==> src/design/lekr_pkg.sv <==
// Shared types and constants for the line editor with key repeat.
package lekr_pkg;

    localparam int TIME_BITS_DEF  = 32;
    localparam int NOW_W          = 32;
    localparam int DELAY_W        = 16;
    localparam int CAP_W          = 11;
    localparam int LEN_W          = 10;
    localparam int CHAR_W         = 8;
    localparam int SCAN_W         = 8;
    localparam int CFG_IDX_W      = 2;
    localparam int CFG_DATA_W     = 16;

    localparam logic [DELAY_W-1:0] DELAY_RST  = 16'd400;
    localparam logic [DELAY_W-1:0] PERIOD_RST = 16'd35;
    localparam logic [CAP_W-1:0]   CAP_RST    = 11'd512;
    localparam logic [CAP_W-1:0]   CAP_MAX    = 11'd1024;

    localparam logic [CHAR_W-1:0] CH_BS    = 8'd8;
    localparam logic [CHAR_W-1:0] CH_LF    = 8'd10;
    localparam logic [CHAR_W-1:0] CH_CR    = 8'd13;
    localparam logic [CHAR_W-1:0] CH_FIRST = 8'd32;
    localparam logic [CHAR_W-1:0] CH_LAST  = 8'd126;

    typedef enum logic [1:0] {
        REQ_TICK    = 2'd0,
        REQ_PRESS   = 2'd1,
        REQ_RELEASE = 2'd2
    } t_req;

    typedef enum logic [2:0] {
        ACT_NONE   = 3'd0,
        ACT_APPEND = 3'd1,
        ACT_ERASE  = 3'd2,
        ACT_DONE   = 3'd3,
        ACT_EOF    = 3'd4,
        ACT_INTR   = 3'd5
    } t_action;

    localparam logic [1:0] LTR_D = 2'd1;
    localparam logic [1:0] LTR_C = 2'd2;

    localparam logic [CFG_IDX_W-1:0] CFG_DELAY  = 2'd0;
    localparam logic [CFG_IDX_W-1:0] CFG_PERIOD = 2'd1;
    localparam logic [CFG_IDX_W-1:0] CFG_CAP    = 2'd2;

    typedef struct packed {
        logic [1:0]        req_type;
        logic [NOW_W-1:0]  now_ms;
        logic [CHAR_W-1:0] key_char;
        logic              ctrl_down;
        logic [1:0]        ctrl_letter;
        logic              enter_flag;
        logic              backspace_flag;
        logic [SCAN_W-1:0] scan_code;
        logic              key_source;
    } t_item;

    typedef struct packed {
        t_action           action;
        logic [CHAR_W-1:0] out_char;
        logic [LEN_W-1:0]  position;
    } t_res;

    typedef struct packed {
        logic [DELAY_W-1:0] delay;
        logic [DELAY_W-1:0] period;
        logic [CAP_W-1:0]   cap;
    } t_cfg;

endpackage

==> src/design/lekr_step.sv <==
// Next-state and result logic for one line editor item.
module lekr_step import lekr_pkg::*; #(
    parameter int TIME_BITS = TIME_BITS_DEF
) (
    input  t_item                i_item,
    input  t_cfg                 i_cfg,
    input  logic [LEN_W-1:0]     i_len,
    input  logic                 i_hold_act,
    input  logic [SCAN_W-1:0]    i_hold_scan,
    input  logic                 i_hold_usb,
    input  logic [CHAR_W-1:0]    i_hold_char,
    input  logic [TIME_BITS-1:0] i_hold_start,
    input  logic [TIME_BITS-1:0] i_last_rep,
    output logic [LEN_W-1:0]     o_len,
    output logic                 o_hold_act,
    output logic [SCAN_W-1:0]    o_hold_scan,
    output logic                 o_hold_usb,
    output logic [CHAR_W-1:0]    o_hold_char,
    output logic [TIME_BITS-1:0] o_hold_start,
    output logic [TIME_BITS-1:0] o_last_rep,
    output t_res                 o_res
);

    logic [TIME_BITS-1:0] now_t, delay_t, period_t, lrt_eff;
    logic [CAP_W-1:0]     eff_cap, len_p1;
    logic                 room, rep_fire, is_press_bs, is_print;
    logic                 do_apply;
    logic [CHAR_W-1:0]    chr;

    assign now_t    = TIME_BITS'(i_item.now_ms);
    assign delay_t  = TIME_BITS'(i_cfg.delay);
    assign period_t = TIME_BITS'(i_cfg.period);

    // zero capacity behaves as one, anything above the buffer as the buffer
    always_comb begin
        if (i_cfg.cap == '0) begin
            eff_cap = CAP_W'(1);
        end else if (i_cfg.cap > CAP_MAX) begin
            eff_cap = CAP_MAX;
        end else begin
            eff_cap = i_cfg.cap;
        end
    end

    assign len_p1 = {1'b0, i_len} + CAP_W'(1);
    assign room   = len_p1 < eff_cap;

    // first repeat is measured from press time plus delay
    assign lrt_eff  = (i_last_rep == '0) ? (i_hold_start + delay_t) : i_last_rep;
    assign rep_fire = (now_t - lrt_eff) >= period_t;

    assign is_press_bs = i_item.backspace_flag || (i_item.key_char == CH_BS);
    assign is_print    = (i_item.key_char >= CH_FIRST) && (i_item.key_char <= CH_LAST);

    always_comb begin
        o_len        = i_len;
        o_hold_act   = i_hold_act;
        o_hold_scan  = i_hold_scan;
        o_hold_usb   = i_hold_usb;
        o_hold_char  = i_hold_char;
        o_hold_start = i_hold_start;
        o_last_rep   = i_last_rep;
        o_res        = '{action: ACT_NONE, out_char: '0, position: '0};
        do_apply     = 1'b0;
        chr          = i_hold_char;

        case (t_req'(i_item.req_type))
            REQ_TICK: begin
                if (i_hold_act && (now_t != '0) && ((now_t - i_hold_start) >= delay_t)) begin
                    o_last_rep = lrt_eff;
                    if (rep_fire) begin
                        o_last_rep = now_t;
                        do_apply   = 1'b1;
                    end
                end
            end
            REQ_PRESS: begin
                if (i_item.ctrl_down) begin
                    if (i_item.ctrl_letter == LTR_D) begin
                        if (i_len == '0) begin
                            o_res.action = ACT_EOF;
                        end else begin
                            o_res.action   = ACT_DONE;
                            o_res.position = i_len;
                        end
                        o_len      = '0;
                        o_hold_act = 1'b0;
                    end else if (i_item.ctrl_letter == LTR_C) begin
                        o_res.action = ACT_INTR;
                        o_len        = '0;
                        o_hold_act   = 1'b0;
                    end
                end else if (i_item.enter_flag || (i_item.key_char == CH_LF) ||
                             (i_item.key_char == CH_CR)) begin
                    o_res.action   = ACT_DONE;
                    o_res.position = i_len;
                    o_len          = '0;
                    o_hold_act     = 1'b0;
                end else if (is_press_bs || is_print) begin
                    chr          = is_press_bs ? CH_BS : i_item.key_char;
                    do_apply     = 1'b1;
                    o_hold_act   = 1'b1;
                    o_hold_scan  = i_item.scan_code;
                    o_hold_usb   = i_item.key_source;
                    o_hold_char  = chr;
                    o_hold_start = now_t;
                    o_last_rep   = '0;
                end
            end
            REQ_RELEASE: begin
                if (i_hold_act && (i_hold_scan == i_item.scan_code) &&
                    (i_hold_usb == i_item.key_source)) begin
                    o_hold_act = 1'b0;
                end
            end
            default: begin
            end
        endcase

        // shared edit of the line by one character
        if (do_apply) begin
            if (chr == CH_BS) begin
                if (i_len != '0) begin
                    o_len          = i_len - LEN_W'(1);
                    o_res.action   = ACT_ERASE;
                    o_res.position = i_len - LEN_W'(1);
                end
            end else if ((chr >= CH_FIRST) && (chr <= CH_LAST) && room) begin
                o_len          = len_p1[LEN_W-1:0];
                o_res.action   = ACT_APPEND;
                o_res.out_char = chr;
                o_res.position = i_len;
            end
        end
    end

endmodule

==> src/design/lekr_obuf.sv <==
// Result register stage with downstream handshake.
module lekr_obuf import lekr_pkg::*; (
    input  logic i_clk,
    input  logic i_rst_n,
    input  logic i_load,
    input  t_res i_res,
    input  logic i_take,
    output logic o_free,
    output logic o_valid,
    output t_res o_res
);

    logic r_vld;
    t_res r_res;

    assign o_free  = !r_vld || i_take;
    assign o_valid = r_vld;
    assign o_res   = r_res;

    always_ff @(posedge i_clk) begin
        if (!i_rst_n) begin
            r_vld <= 1'b0;
        end else if (i_load) begin
            r_vld <= 1'b1;
        end else if (i_take) begin
            r_vld <= 1'b0;
        end
    end

    always_ff @(posedge i_clk) begin
        if (i_load) begin
            r_res <= i_res;
        end
    end

endmodule

==> src/design/line_editor_with_key_repeat.sv <==
// Top level of the line editor with typematic key repeat.
//
// Builds one text line from key events and ms ticks and returns exactly one
// result beat per input beat: an action (none, append, erase, line done, end
// of file, interrupted), the appended character and a write position. Each
// input beat lands in an input register, is processed by the combinational
// editing logic against the line and hold state, and its result lands in an
// output register. A new beat is taken every cycle while results drain;
// the result is loaded into the output register as its beat leaves the input register. Backpressure on
// the result side stalls the input register and, through it, s_axis_tready.
// Repeat timing uses TIME_BITS-wide wrapping arithmetic on now_ms; a tick
// with now_ms zero never repeats. Configuration writes (index 0 repeat delay,
// 1 repeat period, 2 line capacity) are always accepted and are to be issued
// only while the block is idle; other indexes are ignored.
module line_editor_with_key_repeat import lekr_pkg::*; #(
    parameter int TIME_BITS = TIME_BITS_DEF
) (
    input  logic                  i_clk,
    input  logic                  i_rst_n,
    input  logic                  s_axis_tvalid,
    output logic                  s_axis_tready,
    // [31:0] now_ms, [39:32] key_char, [40] ctrl_down, [42:41] ctrl_letter,
    // [43] enter_flag, [44] backspace_flag, [52:45] scan_code, [53] key_source
    input  logic [55:0]           s_axis_tdata,
    // [1:0] req_type
    input  logic [1:0]            s_axis_tuser,
    output logic                  m_axis_tvalid,
    input  logic                  m_axis_tready,
    // [7:0] out_char, [17:8] position
    output logic [23:0]           m_axis_tdata,
    // [2:0] action
    output logic [2:0]            m_axis_tuser,
    input  logic                  i_cfg_valid,
    output logic                  o_cfg_ready,
    input  logic [CFG_IDX_W-1:0]  i_cfg_index,
    input  logic [CFG_DATA_W-1:0] i_cfg_data
);

    // configuration
    t_cfg r_cfg;

    assign o_cfg_ready = 1'b1;

    always_ff @(posedge i_clk) begin
        if (!i_rst_n) begin
            r_cfg.delay  <= DELAY_RST;
            r_cfg.period <= PERIOD_RST;
            r_cfg.cap    <= CAP_RST;
        end else if (i_cfg_valid) begin
            case (i_cfg_index)
                CFG_DELAY:  r_cfg.delay  <= i_cfg_data;
                CFG_PERIOD: r_cfg.period <= i_cfg_data;
                CFG_CAP:    r_cfg.cap    <= i_cfg_data[CAP_W-1:0];
                default: begin
                end
            endcase
        end
    end

    // input register
    logic  r_in_vld;
    t_item r_in;
    logic  out_free, adv, s_acc;

    assign adv           = r_in_vld && out_free;
    assign s_axis_tready = !r_in_vld || out_free;
    assign s_acc         = s_axis_tvalid && s_axis_tready;

    always_ff @(posedge i_clk) begin
        if (!i_rst_n) begin
            r_in_vld <= 1'b0;
        end else if (s_acc) begin
            r_in_vld <= 1'b1;
        end else if (adv) begin
            r_in_vld <= 1'b0;
        end
    end

    always_ff @(posedge i_clk) begin
        if (s_acc) begin
            r_in.req_type       <= s_axis_tuser;
            r_in.now_ms         <= s_axis_tdata[31:0];
            r_in.key_char       <= s_axis_tdata[39:32];
            r_in.ctrl_down      <= s_axis_tdata[40];
            r_in.ctrl_letter    <= s_axis_tdata[42:41];
            r_in.enter_flag     <= s_axis_tdata[43];
            r_in.backspace_flag <= s_axis_tdata[44];
            r_in.scan_code      <= s_axis_tdata[52:45];
            r_in.key_source     <= s_axis_tdata[53];
        end
    end

    // line and hold state
    logic [LEN_W-1:0]     r_len, n_len;
    logic                 r_hold_act, n_hold_act;
    logic [SCAN_W-1:0]    r_hold_scan, n_hold_scan;
    logic                 r_hold_usb, n_hold_usb;
    logic [CHAR_W-1:0]    r_hold_char, n_hold_char;
    logic [TIME_BITS-1:0] r_hold_start, n_hold_start;
    logic [TIME_BITS-1:0] r_last_rep, n_last_rep;
    t_res                 step_res, out_res;

    lekr_step #(
        .TIME_BITS (TIME_BITS)
    ) u_step (
        .i_item       (r_in),
        .i_cfg        (r_cfg),
        .i_len        (r_len),
        .i_hold_act   (r_hold_act),
        .i_hold_scan  (r_hold_scan),
        .i_hold_usb   (r_hold_usb),
        .i_hold_char  (r_hold_char),
        .i_hold_start (r_hold_start),
        .i_last_rep   (r_last_rep),
        .o_len        (n_len),
        .o_hold_act   (n_hold_act),
        .o_hold_scan  (n_hold_scan),
        .o_hold_usb   (n_hold_usb),
        .o_hold_char  (n_hold_char),
        .o_hold_start (n_hold_start),
        .o_last_rep   (n_last_rep),
        .o_res        (step_res)
    );

    always_ff @(posedge i_clk) begin
        if (!i_rst_n) begin
            r_len        <= '0;
            r_hold_act   <= 1'b0;
            r_hold_scan  <= '0;
            r_hold_usb   <= 1'b0;
            r_hold_char  <= '0;
            r_hold_start <= '0;
            r_last_rep   <= '0;
        end else if (adv) begin
            r_len        <= n_len;
            r_hold_act   <= n_hold_act;
            r_hold_scan  <= n_hold_scan;
            r_hold_usb   <= n_hold_usb;
            r_hold_char  <= n_hold_char;
            r_hold_start <= n_hold_start;
            r_last_rep   <= n_last_rep;
        end
    end

    // result register
    lekr_obuf u_obuf (
        .i_clk   (i_clk),
        .i_rst_n (i_rst_n),
        .i_load  (adv),
        .i_res   (step_res),
        .i_take  (m_axis_tready),
        .o_free  (out_free),
        .o_valid (m_axis_tvalid),
        .o_res   (out_res)
    );

    assign m_axis_tdata = {6'd0, out_res.position, out_res.out_char};
    assign m_axis_tuser = out_res.action;

    // input only stalls when a result is waiting and not taken
    a_stall_cause: assert property (@(posedge i_clk) disable iff (!i_rst_n)
        !s_axis_tready |-> (r_in_vld && m_axis_tvalid && !m_axis_tready))
        else $error("input stalled without output backpressure");

    // every processed beat produces a result beat
    a_adv_result: assert property (@(posedge i_clk) disable iff (!i_rst_n)
        adv |=> m_axis_tvalid)
        else $error("processed beat produced no result");

    // an append grows the line by exactly one
    a_append_len: assert property (@(posedge i_clk) disable iff (!i_rst_n)
        (adv && (step_res.action == ACT_APPEND)) |=> (r_len == $past(r_len) + LEN_W'(1)))
        else $error("append did not advance line length");

    // ending a line clears length and hold
    a_end_clear: assert property (@(posedge i_clk) disable iff (!i_rst_n)
        (adv && ((step_res.action == ACT_DONE) || (step_res.action == ACT_EOF) ||
                 (step_res.action == ACT_INTR))) |=> ((r_len == '0) && !r_hold_act))
        else $error("line end left state behind");

endmodule

==> config.mk <==
export PLATFORM = sky130hd
export DESIGN_NAME = line_editor_with_key_repeat
export DESIGN_NICKNAME = d
export VERILOG_FILES = /design/src/design/lekr_pkg.sv /design/src/design/lekr_step.sv /design/src/design/lekr_obuf.sv /design/src/design/line_editor_with_key_repeat.sv
export SDC_FILE = /design/constraint.sdc
export NUM_CORES = 1
export LEC_CHECK = 0
export BUFFER_PORTS_ARGS = -buffer_cell sky130_fd_sc_hd__buf_4
export CAP_MARGIN = 30
export CORE_MARGIN = 4
export CORE_UTILIZATION = 62
export CTS_CLUSTER_SIZE = 16
export DETAILED_ROUTE_END_ITERATION = 10
export PLACE_DENSITY = 0.83
export SETUP_SLACK_MARGIN = 0.02
export SKIP_CTS_REPAIR_TIMING = 1
export SYNTH_ARGS = -nofsm -noshare
export SYNTH_HDL_FRONTEND = slang
export SYNTH_SLANG_ARGS = --single-unit
==> constraint.sdc <==
create_clock -name i_clk -period 8.9 [get_ports i_clk]
set_input_delay 1.78 -clock i_clk [delete_from_list [all_inputs] [get_ports i_clk]]
set_output_delay 1.78 -clock i_clk [all_outputs]
set_load 0.03 [all_outputs]
==> results of run 1 <==
-- final timing paths --
kind,startpoint,end,cells past startpoint
worst max register to register,r_hold_start[4],r_last_rep[30],25
worst max-delay path,r_hold_start[4],r_last_rep[30],25
worst min register to register,r_cfg[21],r_cfg[21],2
worst min-delay path,r_cfg[21],r_cfg[21],2
-- cells in the mapped netlist, types with 8 or more instances --
library cell,instances,share of area [%]
sky130_fd_sc_hd__ha_1,124,10
sky130_fd_sc_hd__mux2i_1,28,1.8
sky130_fd_sc_hd__nand2b_1,16,0.64
sky130_fd_sc_hd__a21oi_1,217,7.0
sky130_fd_sc_hd__o21ai_0,85,2.7
sky130_fd_sc_hd__a211oi_1,22,1.1
sky130_fd_sc_hd__o21a_1,23,1.1
sky130_fd_sc_hd__o31ai_1,11,0.53
sky130_fd_sc_hd__clkbuf_1,68,1.6
sky130_fd_sc_hd__o211ai_1,19,0.92
sky130_fd_sc_hd__xor2_1,32,1.8
sky130_fd_sc_hd__nand4_1,27,1.1
sky130_fd_sc_hd__and3_1,14,0.56
sky130_fd_sc_hd__nand2_1,292,7.0
sky130_fd_sc_hd__or3_1,13,0.52
sky130_fd_sc_hd__nor2b_1,15,0.60
sky130_fd_sc_hd__nor3_1,44,1.4
sky130_fd_sc_hd__dfxtp_1,137,18
sky130_fd_sc_hd__inv_1,89,2.1
sky130_fd_sc_hd__nor4_1,27,1.1
sky130_fd_sc_hd__o2111ai_1,8,0.45
sky130_fd_sc_hd__o21ai_1,23,0.74
sky130_fd_sc_hd__edfxtp_1,77,15
sky130_fd_sc_hd__a211o_1,9,0.51
sky130_fd_sc_hd__and2_1,21,0.84
sky130_fd_sc_hd__o21bai_1,8,0.39
sky130_fd_sc_hd__nor3b_1,10,0.48
sky130_fd_sc_hd__nand3_1,39,1.3
sky130_fd_sc_hd__a31oi_1,22,0.88
sky130_fd_sc_hd__nor2_1,123,3.0
sky130_fd_sc_hd__xnor2_1,57,3.2
sky130_fd_sc_hd__a21o_1,33,1.6
-- worst register-to-register path, cell delays in order (launching register included) --
cell                        delay, ns
sky130_fd_sc_hd__dfxtp_1         0.33
sky130_fd_sc_hd__ha_1            0.37
sky130_fd_sc_hd__a2111oi_1       0.55
sky130_fd_sc_hd__a21oi_1         0.18
sky130_fd_sc_hd__o31ai_1         0.48
sky130_fd_sc_hd__a21oi_1         0.19
sky130_fd_sc_hd__xor2_1          0.19
sky130_fd_sc_hd__a21oi_1         0.23
sky130_fd_sc_hd__ha_1            0.35
sky130_fd_sc_hd__a21oi_1         0.26
sky130_fd_sc_hd__o21ai_0         0.12
sky130_fd_sc_hd__a21o_1          0.22
sky130_fd_sc_hd__nor2_1          0.29
sky130_fd_sc_hd__xnor2_1         0.16
sky130_fd_sc_hd__ha_1            0.26
sky130_fd_sc_hd__and4_1          0.23
sky130_fd_sc_hd__a211oi_1        0.42
sky130_fd_sc_hd__o211ai_1        0.18
sky130_fd_sc_hd__a221oi_1        0.27
sky130_fd_sc_hd__o2111ai_1       0.16
sky130_fd_sc_hd__a311oi_1        0.24
sky130_fd_sc_hd__nand3_1         0.19
sky130_fd_sc_hd__nor4_4          0.65
sky130_fd_sc_hd__nand2_1         0.71
sky130_fd_sc_hd__a211o_1         0.49
sky130_fd_sc_hd__a22o_1          0.18
-- layout make-up --
cell class / instances / area share [%]
multi-input cells: 1516 / 56.46
flip-flops and latches: 214 / 29.03
repair buffers: 118 / 5.159
clock buffers: 31 / 4.268
well taps: 324 / 2.328
inverters: 91 / 1.961
clock inverters: 13 / 0.7975
-- flip-flops by register name (all words and copies together) (netlist names) --
signal	count
r_in_vld	1
r_in	56
r_len	10
r_hold_act	1
u_obuf.o_res	21
r_hold_char	8
u_obuf.o_valid	1
r_hold_start	32
r_hold_scan	8
r_hold_usb	1
r_cfg	43
r_last_rep	32
-- through the flow --
stage,power (W),util [%],setup WS [ns],std cells
final,0.002624,70.98,0.9087,2307
after global routing,0.002728,70.98,0.3817,2307
after CTS,0.002629,70.90,1.120,2306
after detailed placement,0.001541,67.30,1.170,2262
after global placement,0.001528,67.30,1.310,2262
after floorplan,0.001403,-,2.551,1910
-- where the power goes --
part           leakage (nW)  internal, W  switching, W
combinational          4.36     0.000182      0.000275
sequential             1.86      0.00104     0.0000325
clock                 0.436     0.000675      0.000416
total                  6.66      0.00190      0.000724
-- routing by layer --
layer  part of all wire, %  vias up
met2                    47      680
met4                   3.9        0
li1                      -     7049
met1                    42     6913
met3                   7.3      125
met5                     0        -
-- cells by family after synthesis --
group                    Yosys count  synth area share (%)
buffers and inverters            180                 4.753
flip-flops                       214                 32.44
other                              2               0.04820
AND/OR/NAND/NOR                  688                 21.09
AO/OA/AOI/OAI                    569                 23.96
XOR/XNOR                          91                 5.211
multiplexers                      33                 2.160
adder cells (fa/ha/maj)          127                 10.34
==> run summary, run 1 <==
The number of optimization iterations in the first detailed-route pass is 6. The kind of cell with the highest combined delay along the critical path is compound AO/OA/AOI/OAI gates. The total area of sequential cells came out at 0.005055 mm2. The final-layout fill cell count came out at 1,995. The height of the die is 166.5 um.

The global-route wire length before repair came out at 72.46 mm. Dividing total power by cell area gives a power density of 150.7 mW/mm2. The cell area after technology mapping is 0.01558 mm2. The global-route met1 utilization came out at 42.42%. The standard-cell row count is 57. Counting stages on the worst path, the most repeated cell is sky130_fd_sc_hd__a21oi_1. The count of buffers inserted at the top-level ports is 101. The die covers 0.02773 mm2. The overall via count from detail_route came out at 14,770. Global routing used 31.12% of the available tracks. The cell with the biggest individual delay on the critical path is sky130_fd_sc_hd__nand2_1. The post-route setup TNS came out at 0 ns.

The clock-pin slew reported for the worst setup and hold paths after clock tree synthesis is 0.06 ns. The slew at the pin with the worst max-slew slack came out at 1.117 ns. The cell count after synthesis came out at 1,904. The required time of the critical path is 9.32 ns. The sink count of the clock tree is 214. The root buffer cell chosen for the clock tree is sky130_fd_sc_hd__clkbuf_16. Among all flip-flop cells after synthesis, the most frequent one is sky130_fd_sc_hd__dfxtp_1. The run finished with clean final reports. The total overflow left after global routing is 0. The initial antenna violation count was 0. Once the floorplan was initialized, standard cells occupied 63.51% of the core.

For this run, global-route usage on met3 was measured as 4.266%. The worst hold-check path type is reg2reg. The clock skew is 0.008386 ns. The max-slew violation total from the final report came to 0.

In this run the number of H-tree levels came out at 1. Setup repair after global routing left no endpoint under its margin. Global routing used 51.35% of the available met2 tracks. The insertion delay to the later sink of the worst-skew pair came out at 0.52 ns.

The sequential fraction of the synthesis area came out at 32.44%. The number of buffers and inverters on the critical path is 0. In the final routed layout, each cell accounts on average for 19.72 um. The final standard cell area without fillers came out at 0.01741 mm2. Headroom to the max-slew limit came out at 25.49%.

The ratio of cells with drive above 1 in the final layout came out at 10.99%. Hold timing on the final database bottoms out at a slack of 0.4564 ns. The number of warnings printed during yosys synthesis came out at 0. After global routing, the most crowded layer is met2. In this run, CTS created clock tree buffers numbering 24. Compared with the post-synthesis result, the final layout area differs by 11.76%. The average cell area after synthesis came out at 8.184 um2. The first routing iteration left 1,469 violations. The total I/O pin count came out at 111.

STA classifies the critical path startpoint as a register. After synthesis, the netlist uses 103 different library cells. The maximum number of pins on one net before global-route repair is 97.

The antenna diode count is 0. The number of max-capacitance violations reported is 0. The worst setup slack for register-to-register paths came out at 0.91 ns. STA classifies the critical path endpoint as a register. The routed via count divided by cell count came out at 6.401. After detailed placement, the total cell area comes to 0.01651 mm2. The total routed wirelength came out at 45.49 mm. The final number of hold-violating endpoints is 0. For this run, the post-layout net count is 2,173. Once detail routing completed, the nets flagged for antenna violations numbered 0. The critical path is of the reg2reg type. In this design, the stage delay of the slowest critical-path cell is 0.70 ns.

The HPWL after detailed placement is 33.81 mm. The library cells used most frequently in the layout, excluding fill and tap cells, are 292 x sky130_fd_sc_hd__nand2_1, 217 x sky130_fd_sc_hd__a21oi_1, 137 x sky130_fd_sc_hd__dfxtp_1. The maximum clock path buffer count is 3. The achievable frequency came out at 125.1 MHz. Summing all multi-input logic gate instances after layout gives 0.009832 mm2. The chip width is 166.5 um. The final critical-path required period is 7.991 ns. The async set-or-reset flop fraction in the synthesized netlist came out at 0%. IR analysis of the VDD net gives a maximum drop of 0.1513 mV. TritonCTS built the clock tree. The analysis attributes to cell leakage a power of 6.664 nW. The part of the cycle the worst path needs came out at 89.79%. The number of setup violations in the final report is 0.

The arrival time at the worst endpoint is 8.41 ns. The number of flops mapped to enable cells by yosys came out at 77. The flip-flop and latch count after synthesis came out at 214. The global placement routability congestion came out at 0.9642.

The core footprint is 0.02453 mm2. The number of global-route vias before repair is 13,880. For this run, design rule violations remaining after detail routing come to 0. The library cell used most frequently in the layout, excluding fill and tap cells, is sky130_fd_sc_hd__nand2_1. The largest fanout on the critical path came out at 21.
Note: power is estimated with default switching activity, not from simulation.
==> run 2: changes to the inputs <==
--- a/config.mk
+++ b/config.mk
@@ -7,7 +7,8 @@
 export LEC_CHECK = 0
 export BUFFER_PORTS_ARGS = -buffer_cell sky130_fd_sc_hd__buf_4
 export CAP_MARGIN = 30
-export CORE_MARGIN = 4
+export CORE_ASPECT_RATIO = 0.9
+export CORE_MARGIN = 8
 export CORE_UTILIZATION = 62
 export CTS_CLUSTER_SIZE = 16
 export DETAILED_ROUTE_END_ITERATION = 10
==> constraint.sdc (replaced) <==
create_clock -name i_clk -period 8.15 [get_ports i_clk]
set_input_delay 1.63 -clock i_clk [delete_from_list [all_inputs] [get_ports i_clk]]
set_output_delay 1.63 -clock i_clk [all_outputs]
set_load 0.03 [all_outputs]
==> run summary, run 2 (synthesis gave the netlist of run 1 again) <==
The switching portion of total power was 27.71% (+0.11 points). The total routed wirelength is 44.99 mm (-1.1%). The area growth from synthesis to layout came out at 12.40%. The routed via count divided by cell count came out at 6.413 (+0.18%). The number of buffers inserted during clock tree synthesis is 24 (unchanged). STA classifies the critical path startpoint as a register.

The net total in the final layout was 2,177 (+0.18%). The post-route setup TNS was 0 ns (unchanged). The slew at the pin with the worst max-slew slack is 0.9903 ns (-0.1264 ns). The final worst-path setup slack came out at 0.4681 ns (-0.4406 ns). The iteration-0 DRC count of the detailed router came to 1,506 (+2.5%). The path type of the worst setup path is reg2reg. The power density over cell area is 165.2 mW/mm2 (+9.6%). The antenna violation net count after detailed routing came out at 0 (unchanged).

The number of setup violations in the final report came out at 0 (unchanged). The peak ir drop on the vdd network came out at 0.1574 mV (+4.1%). The ratio of cells with drive above 1 in the final layout came out at 11.27% (+0.28 points). The flip-flop count of the largest register, all copies and words added is 56 (unchanged). The leakage component of the power is 6.695 nW (+0.46%).

The routed length per placed instance came to 19.32 um (-2.0%). The standard-cell row count came to 55 (-3.5%). More flip-flops sit in one register than any other, and that register is r_in.

The sink count of the clock tree came out at 214 (unchanged). The area of the die came out at 0.03047 mm2 (+9.9%). The tree is rooted in a sky130_fd_sc_hd__clkbuf_16. Setup repair after global routing left no endpoint under its margin. The number of optimization iterations in the first detailed-route pass came to 6 (unchanged). The largest fanout on the critical path is 7 (-67%). The maximum number of pins on one net before global-route repair is 97 (unchanged). The chip width came out at 183.1 um (+10%).

The total I/O pin count is 111 (unchanged). The required time of the critical path came out at 8.39 ns (-0.93 ns). The global-route wire length before repair is 72.42 mm (about the same).

The run finished with clean final reports. The final-layout fill cell count is 2,043 (+2.4%). The remaining global-route overflow came out at 0 (unchanged).

The maximum clock path buffer count came out at 3 (unchanged). The final critical-path required period came out at 7.682 ns (-0.3094 ns). The total routing usage reported by global routing came out at 28.76% (-2.4 points). The number of levels the H-tree was split into was 1 (unchanged).

The fraction of power consumed by combinational cells is 17.3% (about the same). The arrival time at the worst endpoint came to 7.92 ns (-0.49 ns). The overall via count from detail_route is 14,940 (+1.1%).

The detailed-route DRC error count is 0 (unchanged). The normalized max-slew margin is 33.86% (+8.4 points). The initial antenna violation count is 0 (unchanged). The core footprint is 0.02491 mm2 (+1.5%). In the layout the commonest cells are 292 x sky130_fd_sc_hd__nand2_1, 217 x sky130_fd_sc_hd__a21oi_1, 137 x sky130_fd_sc_hd__dfxtp_1. The antenna diode count is 0 (unchanged). The detailed placer's ending HPWL came out at 33.94 mm (+0.40%). The post-placement setup slack is 0.7626 ns (-0.4078 ns).

The part of the total power dissipated in sequential elements came out at 40.6% (-0.4 points). The final number of hold-violating endpoints came to 0 (unchanged). The starting density of the core is 62.55% (-0.96 points).

The largest registers in the layout are r_in x56, r_cfg x43. The number of max-capacitance violations reported came to 0 (unchanged). The net switching power figure came out at 0.0008018 W (+11%). The internal portion of total power came out at 0.002091 W (+10%). The count of buffers inserted at the top-level ports is 101 (unchanged). The clock skew is 0.009662 ns (+0.001276 ns). The capturing element type of the critical path is a register.

Leaving out fill and tap cells, the most frequent cell in the layout is sky130_fd_sc_hd__nand2_1. The insertion delay to the later sink of the worst-skew pair was 0.53 ns (about the same). The global placement routability congestion was 0.9562 (-0.83%). The max-slew violation total from the final report is 0 (unchanged).

The number of global-route vias before repair is 14,020 (+1.0%). The achievable frequency came to 130.2 MHz (+4.0%). The worst hold-check path type is reg2reg.

The clock share of power came out at 42.1% (+0.5 points). TritonCTS built the clock tree. The height of the die is 166.4 um (about the same). The clock-pin slew reported for the worst setup and hold paths after clock tree synthesis was 0.06 ns (about the same).

The part of the cycle the worst path needs is 94.26% (+4.5 points).
[run 2: worst max-delay path, stage by stage, from the launching register on]
cell and delay (ns):
sky130_fd_sc_hd__dfxtp_1 0.34, sky130_fd_sc_hd__ha_1 0.39, sky130_fd_sc_hd__a2111oi_1 0.56, sky130_fd_sc_hd__a21oi_1 0.18, sky130_fd_sc_hd__o31ai_1 0.51, sky130_fd_sc_hd__a21oi_1 0.18, sky130_fd_sc_hd__xor2_1 0.18, sky130_fd_sc_hd__a21oi_1 0.23
sky130_fd_sc_hd__ha_1 0.35, sky130_fd_sc_hd__a21oi_1 0.26, sky130_fd_sc_hd__o21ai_0 0.13, sky130_fd_sc_hd__a21o_1 0.24, sky130_fd_sc_hd__nor2_1 0.39, sky130_fd_sc_hd__xnor2_1 0.18, sky130_fd_sc_hd__ha_1 0.27, sky130_fd_sc_hd__and4_1 0.24
sky130_fd_sc_hd__a211oi_1 0.40, sky130_fd_sc_hd__o211ai_1 0.16, sky130_fd_sc_hd__a221oi_1 0.28, sky130_fd_sc_hd__o2111ai_1 0.15, sky130_fd_sc_hd__a311oi_1 0.23, sky130_fd_sc_hd__nand3_1 0.19, sky130_fd_sc_hd__or4_1 0.58, sky130_fd_sc_hd__o211a_1 0.35
sky130_fd_sc_hd__nor2_4 0.24, sky130_fd_sc_hd__o221ai_1 0.17
[run 2: final cells by class]
type / instances / area [um2] / area share, %
inverter: 91 / 341.6 / 1.950
multi-input combinational: 1516 / 9832 / 56.14
clock buffer: 31 / 720.7 / 4.115
clock inverter: 13 / 177.7 / 1.014
tap: 342 / 427.9 / 2.443
sequential: 214 / 5055 / 28.86
timing repair buffer: 122 / 959.7 / 5.479
[run 2: routing by layer]
metal	vias to the layer above	global-route usage [%]	share of wire, %
li1	7051	-	-
met1	7087	39.66	44
met2	665	44.23	44
met3	132	4.243	7.4
met4	0	12.19	4.7
met5	-	0	0
[run 2: stage by stage]
step | cells | utilization (%) | instance area [um2] | total power (W) | hold WS [ns]
5_1_grt | 2329 | 70.31 | 17510 | 0.002995 | 0.4824
4_1_cts | 2328 | 70.20 | 17490 | 0.002893 | 0.4552
3_5_place_dp | 2284 | 66.59 | 16590 | 0.001682 | 0.4470
2_1_floorplan | 1910 | - | 15610 | 0.001532 | 0.4363
6_report | 2329 | 70.31 | 17510 | 0.002893 | 0.4601
3_3_place_gp | 2282 | 66.43 | 16550 | 0.001670 | 0.4416
[run 2: worst paths after layout]
kind	startpoint	end	slack, ns	depth (start not counted)
hold reg to reg	r_hold_start[17]	r_hold_start[17]	0.46	2
setup / recovery	r_cfg[31]	u_obuf.o_res[5]	0.47	25
setup reg to reg	r_cfg[31]	u_obuf.o_res[5]	0.47	25
hold / removal	r_hold_start[17]	r_hold_start[17]	0.46	2
[run 2: power groups by stage]
| stage | logic (W) | registers [W] | clock network (W) |
|---|---|---|---|
| 3_3_place_gp | 0.000475 | 0.00120 | 0 |
| 5_1_grt | 0.000552 | 0.00118 | 0.00127 |
| 3_5_place_dp | 0.000486 | 0.00120 | 0 |
| 2_1_floorplan | 0.000343 | 0.00119 | 0 |
| 6_report | 0.000501 | 0.00117 | 0.00122 |
| 4_1_cts | 0.000491 | 0.00117 | 0.00123 |
==> run 3: changes to the inputs <==
--- a/config.mk
+++ b/config.mk
@@ -10,6 +10,7 @@
 export CORE_ASPECT_RATIO = 0.9
 export CORE_MARGIN = 8
 export CORE_UTILIZATION = 62
+export CTS_BUF_LIST = sky130_fd_sc_hd__clkbuf_16
 export CTS_CLUSTER_SIZE = 16
 export DETAILED_ROUTE_END_ITERATION = 10
 export PLACE_DENSITY = 0.83
==> run summary, run 3 (synthesis gave the netlist of run 1 again) <==
The maximum number of pins on one net before global-route repair is 97 (unchanged). The post-detailed-placement cell area was 0.01659 mm2 (unchanged). The max-slew violation total from the final report is 0 (unchanged).

The worst-case reg-to-reg path depth came out at 25 (unchanged). The largest fanout on the critical path is 7 (unchanged). The number of max-capacitance violations reported was 0 (unchanged). The standard-cell row count came out at 55 (unchanged). The met3 wire length is 3.443 mm (+3.8%). The normalized max-slew margin is 30.93% (-2.9 points).

The clock skew is 0.009011 ns (-0.0006506 ns). TritonCTS built the clock tree. The total I/O pin count came out at 111 (unchanged). The post-placement setup slack was 0.7626 ns (unchanged). The routed via count divided by cell count is 6.372 (-0.64%). The initial antenna violation count came out at 0 (unchanged).

The overall via count from detail_route came out at 14,840 (-0.64%). The antenna diode count came out at 0 (unchanged). The number of stages on the worst hold path is 2 (unchanged). The flip-flop count of the largest register, all copies and words added was 56 (unchanged). The power density over cell area is 163.9 mW/mm2 (-0.80%). The endpoint identified for the worst register-to-register timing path is u_obuf.o_res[5]. The routed length per placed instance came out at 19.29 um (-0.17%).

The final number of hold-violating endpoints came to 0 (unchanged). The path class of the tightest hold or removal check is reg2reg. The detailed-route DRC error count came out at 0 (unchanged). In the final layout, the registers with the most flip-flops are r_in x56, r_cfg x43.

The number of global-route vias before repair is 14,000 (-0.17%). The post-route met1 wirelength came to 19.71 mm (-0.28%). The core footprint came to 0.02491 mm2 (unchanged).

The topmost layer with routed signal wires is met4. The maximum clock path buffer count came out at 3 (unchanged). The total routed wirelength came to 44.92 mm (-0.17%). The insertion delay to the later sink of the worst-skew pair is 0.53 ns (about the same). The detailed placer's ending HPWL came to 33.94 mm (unchanged). The top register by number of flip-flops is r_in. The number of buffers inserted during clock tree synthesis came to 24 (unchanged).

The capturing element type of the critical path is a register. The starting density of the core came out at 62.55% (unchanged). The worst hold path begins at r_hold_start[17]. The leakage component of the power is 6.683 nW (-0.19%).

The met2 wire length came to 19.88 mm (+0.51%). The total routing usage reported by global routing is 28.69% (-0.069 points). The flow ran to the end, and the final reports show no timing, DRC or antenna violations. The achievable frequency is 131.7 MHz (+1.2%). The most common cell after layout, fill and taps aside is sky130_fd_sc_hd__nand2_1. The net total in the final layout came to 2,177 (unchanged).

The path with the worst hold slack has its endpoint at r_hold_start[17]. The area of the die is 0.03047 mm2 (unchanged). The iteration-0 DRC count of the detailed router is 1,687 (+12%).

The remaining global-route overflow came to 0 (unchanged). The height of the die came out at 166.4 um (unchanged). The slew at the pin with the worst max-slew slack is 1.034 ns (+0.04376 ns). Relative to the synthesized area, the layout overhead comes to 12.21%. The post-route setup TNS is 0 ns (unchanged). The final standard cell area without fillers is 0.01748 mm2 (-0.17%). The number of setup violations in the final report is 0 (unchanged). The final critical-path required period came out at 7.594 ns (-0.08754 ns).

The chip width is 183.1 um (unchanged). Setup repair after global routing left no endpoint under its margin. The number of standard cells in the layout, taps in and fillers out is 2,329 (unchanged).

The final worst-path setup slack is 0.5556 ns (+0.08754 ns). The required time of the critical path came out at 8.39 ns (about the same). The count of buffers inserted at the top-level ports is 101 (unchanged). The number of levels the H-tree was split into came out at 1 (unchanged). The global placement routability congestion was 0.9562 (unchanged). The arrival time at the worst endpoint came out at 7.83 ns (-0.09 ns).

The sink count of the clock tree is 214 (unchanged). The worst register-to-register path begins at r_cfg[31]. The antenna violation net count after detailed routing came out at 0 (unchanged). The peak ir drop on the vdd network is 0.1575 mV (about the same). The root buffer cell is sky130_fd_sc_hd__clkbuf_16. The critical path starts at r_cfg[31]. The ratio of cells with drive above 1 in the final layout is 11.12% (-0.15 points). The worst setup slack for register-to-register paths is 0.56 ns (+0.09 ns). The worst setup path is launched from a register. The utilization of the core after routing was 70.19% (-0.12 points). The number of optimization iterations in the first detailed-route pass is 5 (-1).

The global-route wire length before repair is 72.33 mm (-0.13%). The critical path is of the reg2reg type. The total instance count after detailed placement came out at 2,284 (unchanged). The top cell types in the final layout, fill and taps aside, are 292 x sky130_fd_sc_hd__nand2_1, 217 x sky130_fd_sc_hd__a21oi_1, 137 x sky130_fd_sc_hd__dfxtp_1.

The part of the cycle the worst path needs is 93.18% (-1.1 points). The clock-pin slew reported for the worst setup and hold paths after clock tree synthesis was 0.06 ns (about the same).
[run 3: cell types whose count changed in the layout (fill, tap and decap cells not counted), sizes merged]
cell    delta
clkinv     +3
clkbuf     -4
inv        +1
[run 3: area by class of cell]
type	instances	area, um2
repair buffers	122	959.7
inverters	91	341.6
flip-flops and latches	214	5055
clock buffers	27	675.6
fillers	2050	7427
well taps	342	427.9
clock inverters	17	192.7
multi-input cells	1516	9832
[run 3: where the power goes]
group | internal [W] | switching, W
registers | 0.00114 | 0.0000343
clock network | 0.000723 | 0.000468
logic | 0.000200 | 0.000301
total | 0.00206 | 0.000804
[run 3: worst max-delay path by stage]
stage	end	slack, ns
3_5_place_dp	u_obuf.o_res[5]	0.76
5_1_grt	r_last_rep[14]	0.13
6_report	u_obuf.o_res[5]	0.56
2_1_floorplan	u_obuf.o_res[3]	1.80
3_3_place_gp	u_obuf.o_res[5]	0.94
4_1_cts	u_obuf.o_res[5]	0.72
[run 3: metal layers]
layer | vias to the layer above | global-route usage [%]
met5 | - | 0
met4 | 0 | 11.06
met3 | 125 | 4.199
met2 | 642 | 44.64
met1 | 7021 | 39.58
li1 | 7052 | -
[run 3: through the flow]
stage / hold WS [ns] / total power, W
6_report: 0.4598 / 0.002865
5_1_grt: 0.4824 / 0.002964
4_1_cts: 0.4552 / 0.002862
3_5_place_dp: 0.4470 / 0.001682
3_3_place_gp: 0.4416 / 0.001670
2_1_floorplan: 0.4363 / 0.001532
[run 3: critical path, stage by stage (launching register included)]
cell and delay, ns:
sky130_fd_sc_hd__dfxtp_1 0.34, sky130_fd_sc_hd__ha_1 0.38, sky130_fd_sc_hd__a2111oi_1 0.57, sky130_fd_sc_hd__a21oi_1 0.19, sky130_fd_sc_hd__o31ai_1 0.49, sky130_fd_sc_hd__a21oi_1 0.18, sky130_fd_sc_hd__xor2_1 0.18, sky130_fd_sc_hd__a21oi_1 0.23
sky130_fd_sc_hd__ha_1 0.35, sky130_fd_sc_hd__a21oi_1 0.26, sky130_fd_sc_hd__o21ai_0 0.13, sky130_fd_sc_hd__a21o_1 0.24, sky130_fd_sc_hd__nor2_1 0.37, sky130_fd_sc_hd__xnor2_1 0.18, sky130_fd_sc_hd__ha_1 0.27, sky130_fd_sc_hd__and4_1 0.24
sky130_fd_sc_hd__a211oi_1 0.39, sky130_fd_sc_hd__o211ai_1 0.16, sky130_fd_sc_hd__a221oi_1 0.27, sky130_fd_sc_hd__o2111ai_1 0.15, sky130_fd_sc_hd__a311oi_1 0.22, sky130_fd_sc_hd__nand3_1 0.18, sky130_fd_sc_hd__or4_1 0.58, sky130_fd_sc_hd__o211a_1 0.35
sky130_fd_sc_hd__nor2_4 0.24, sky130_fd_sc_hd__o221ai_1 0.16
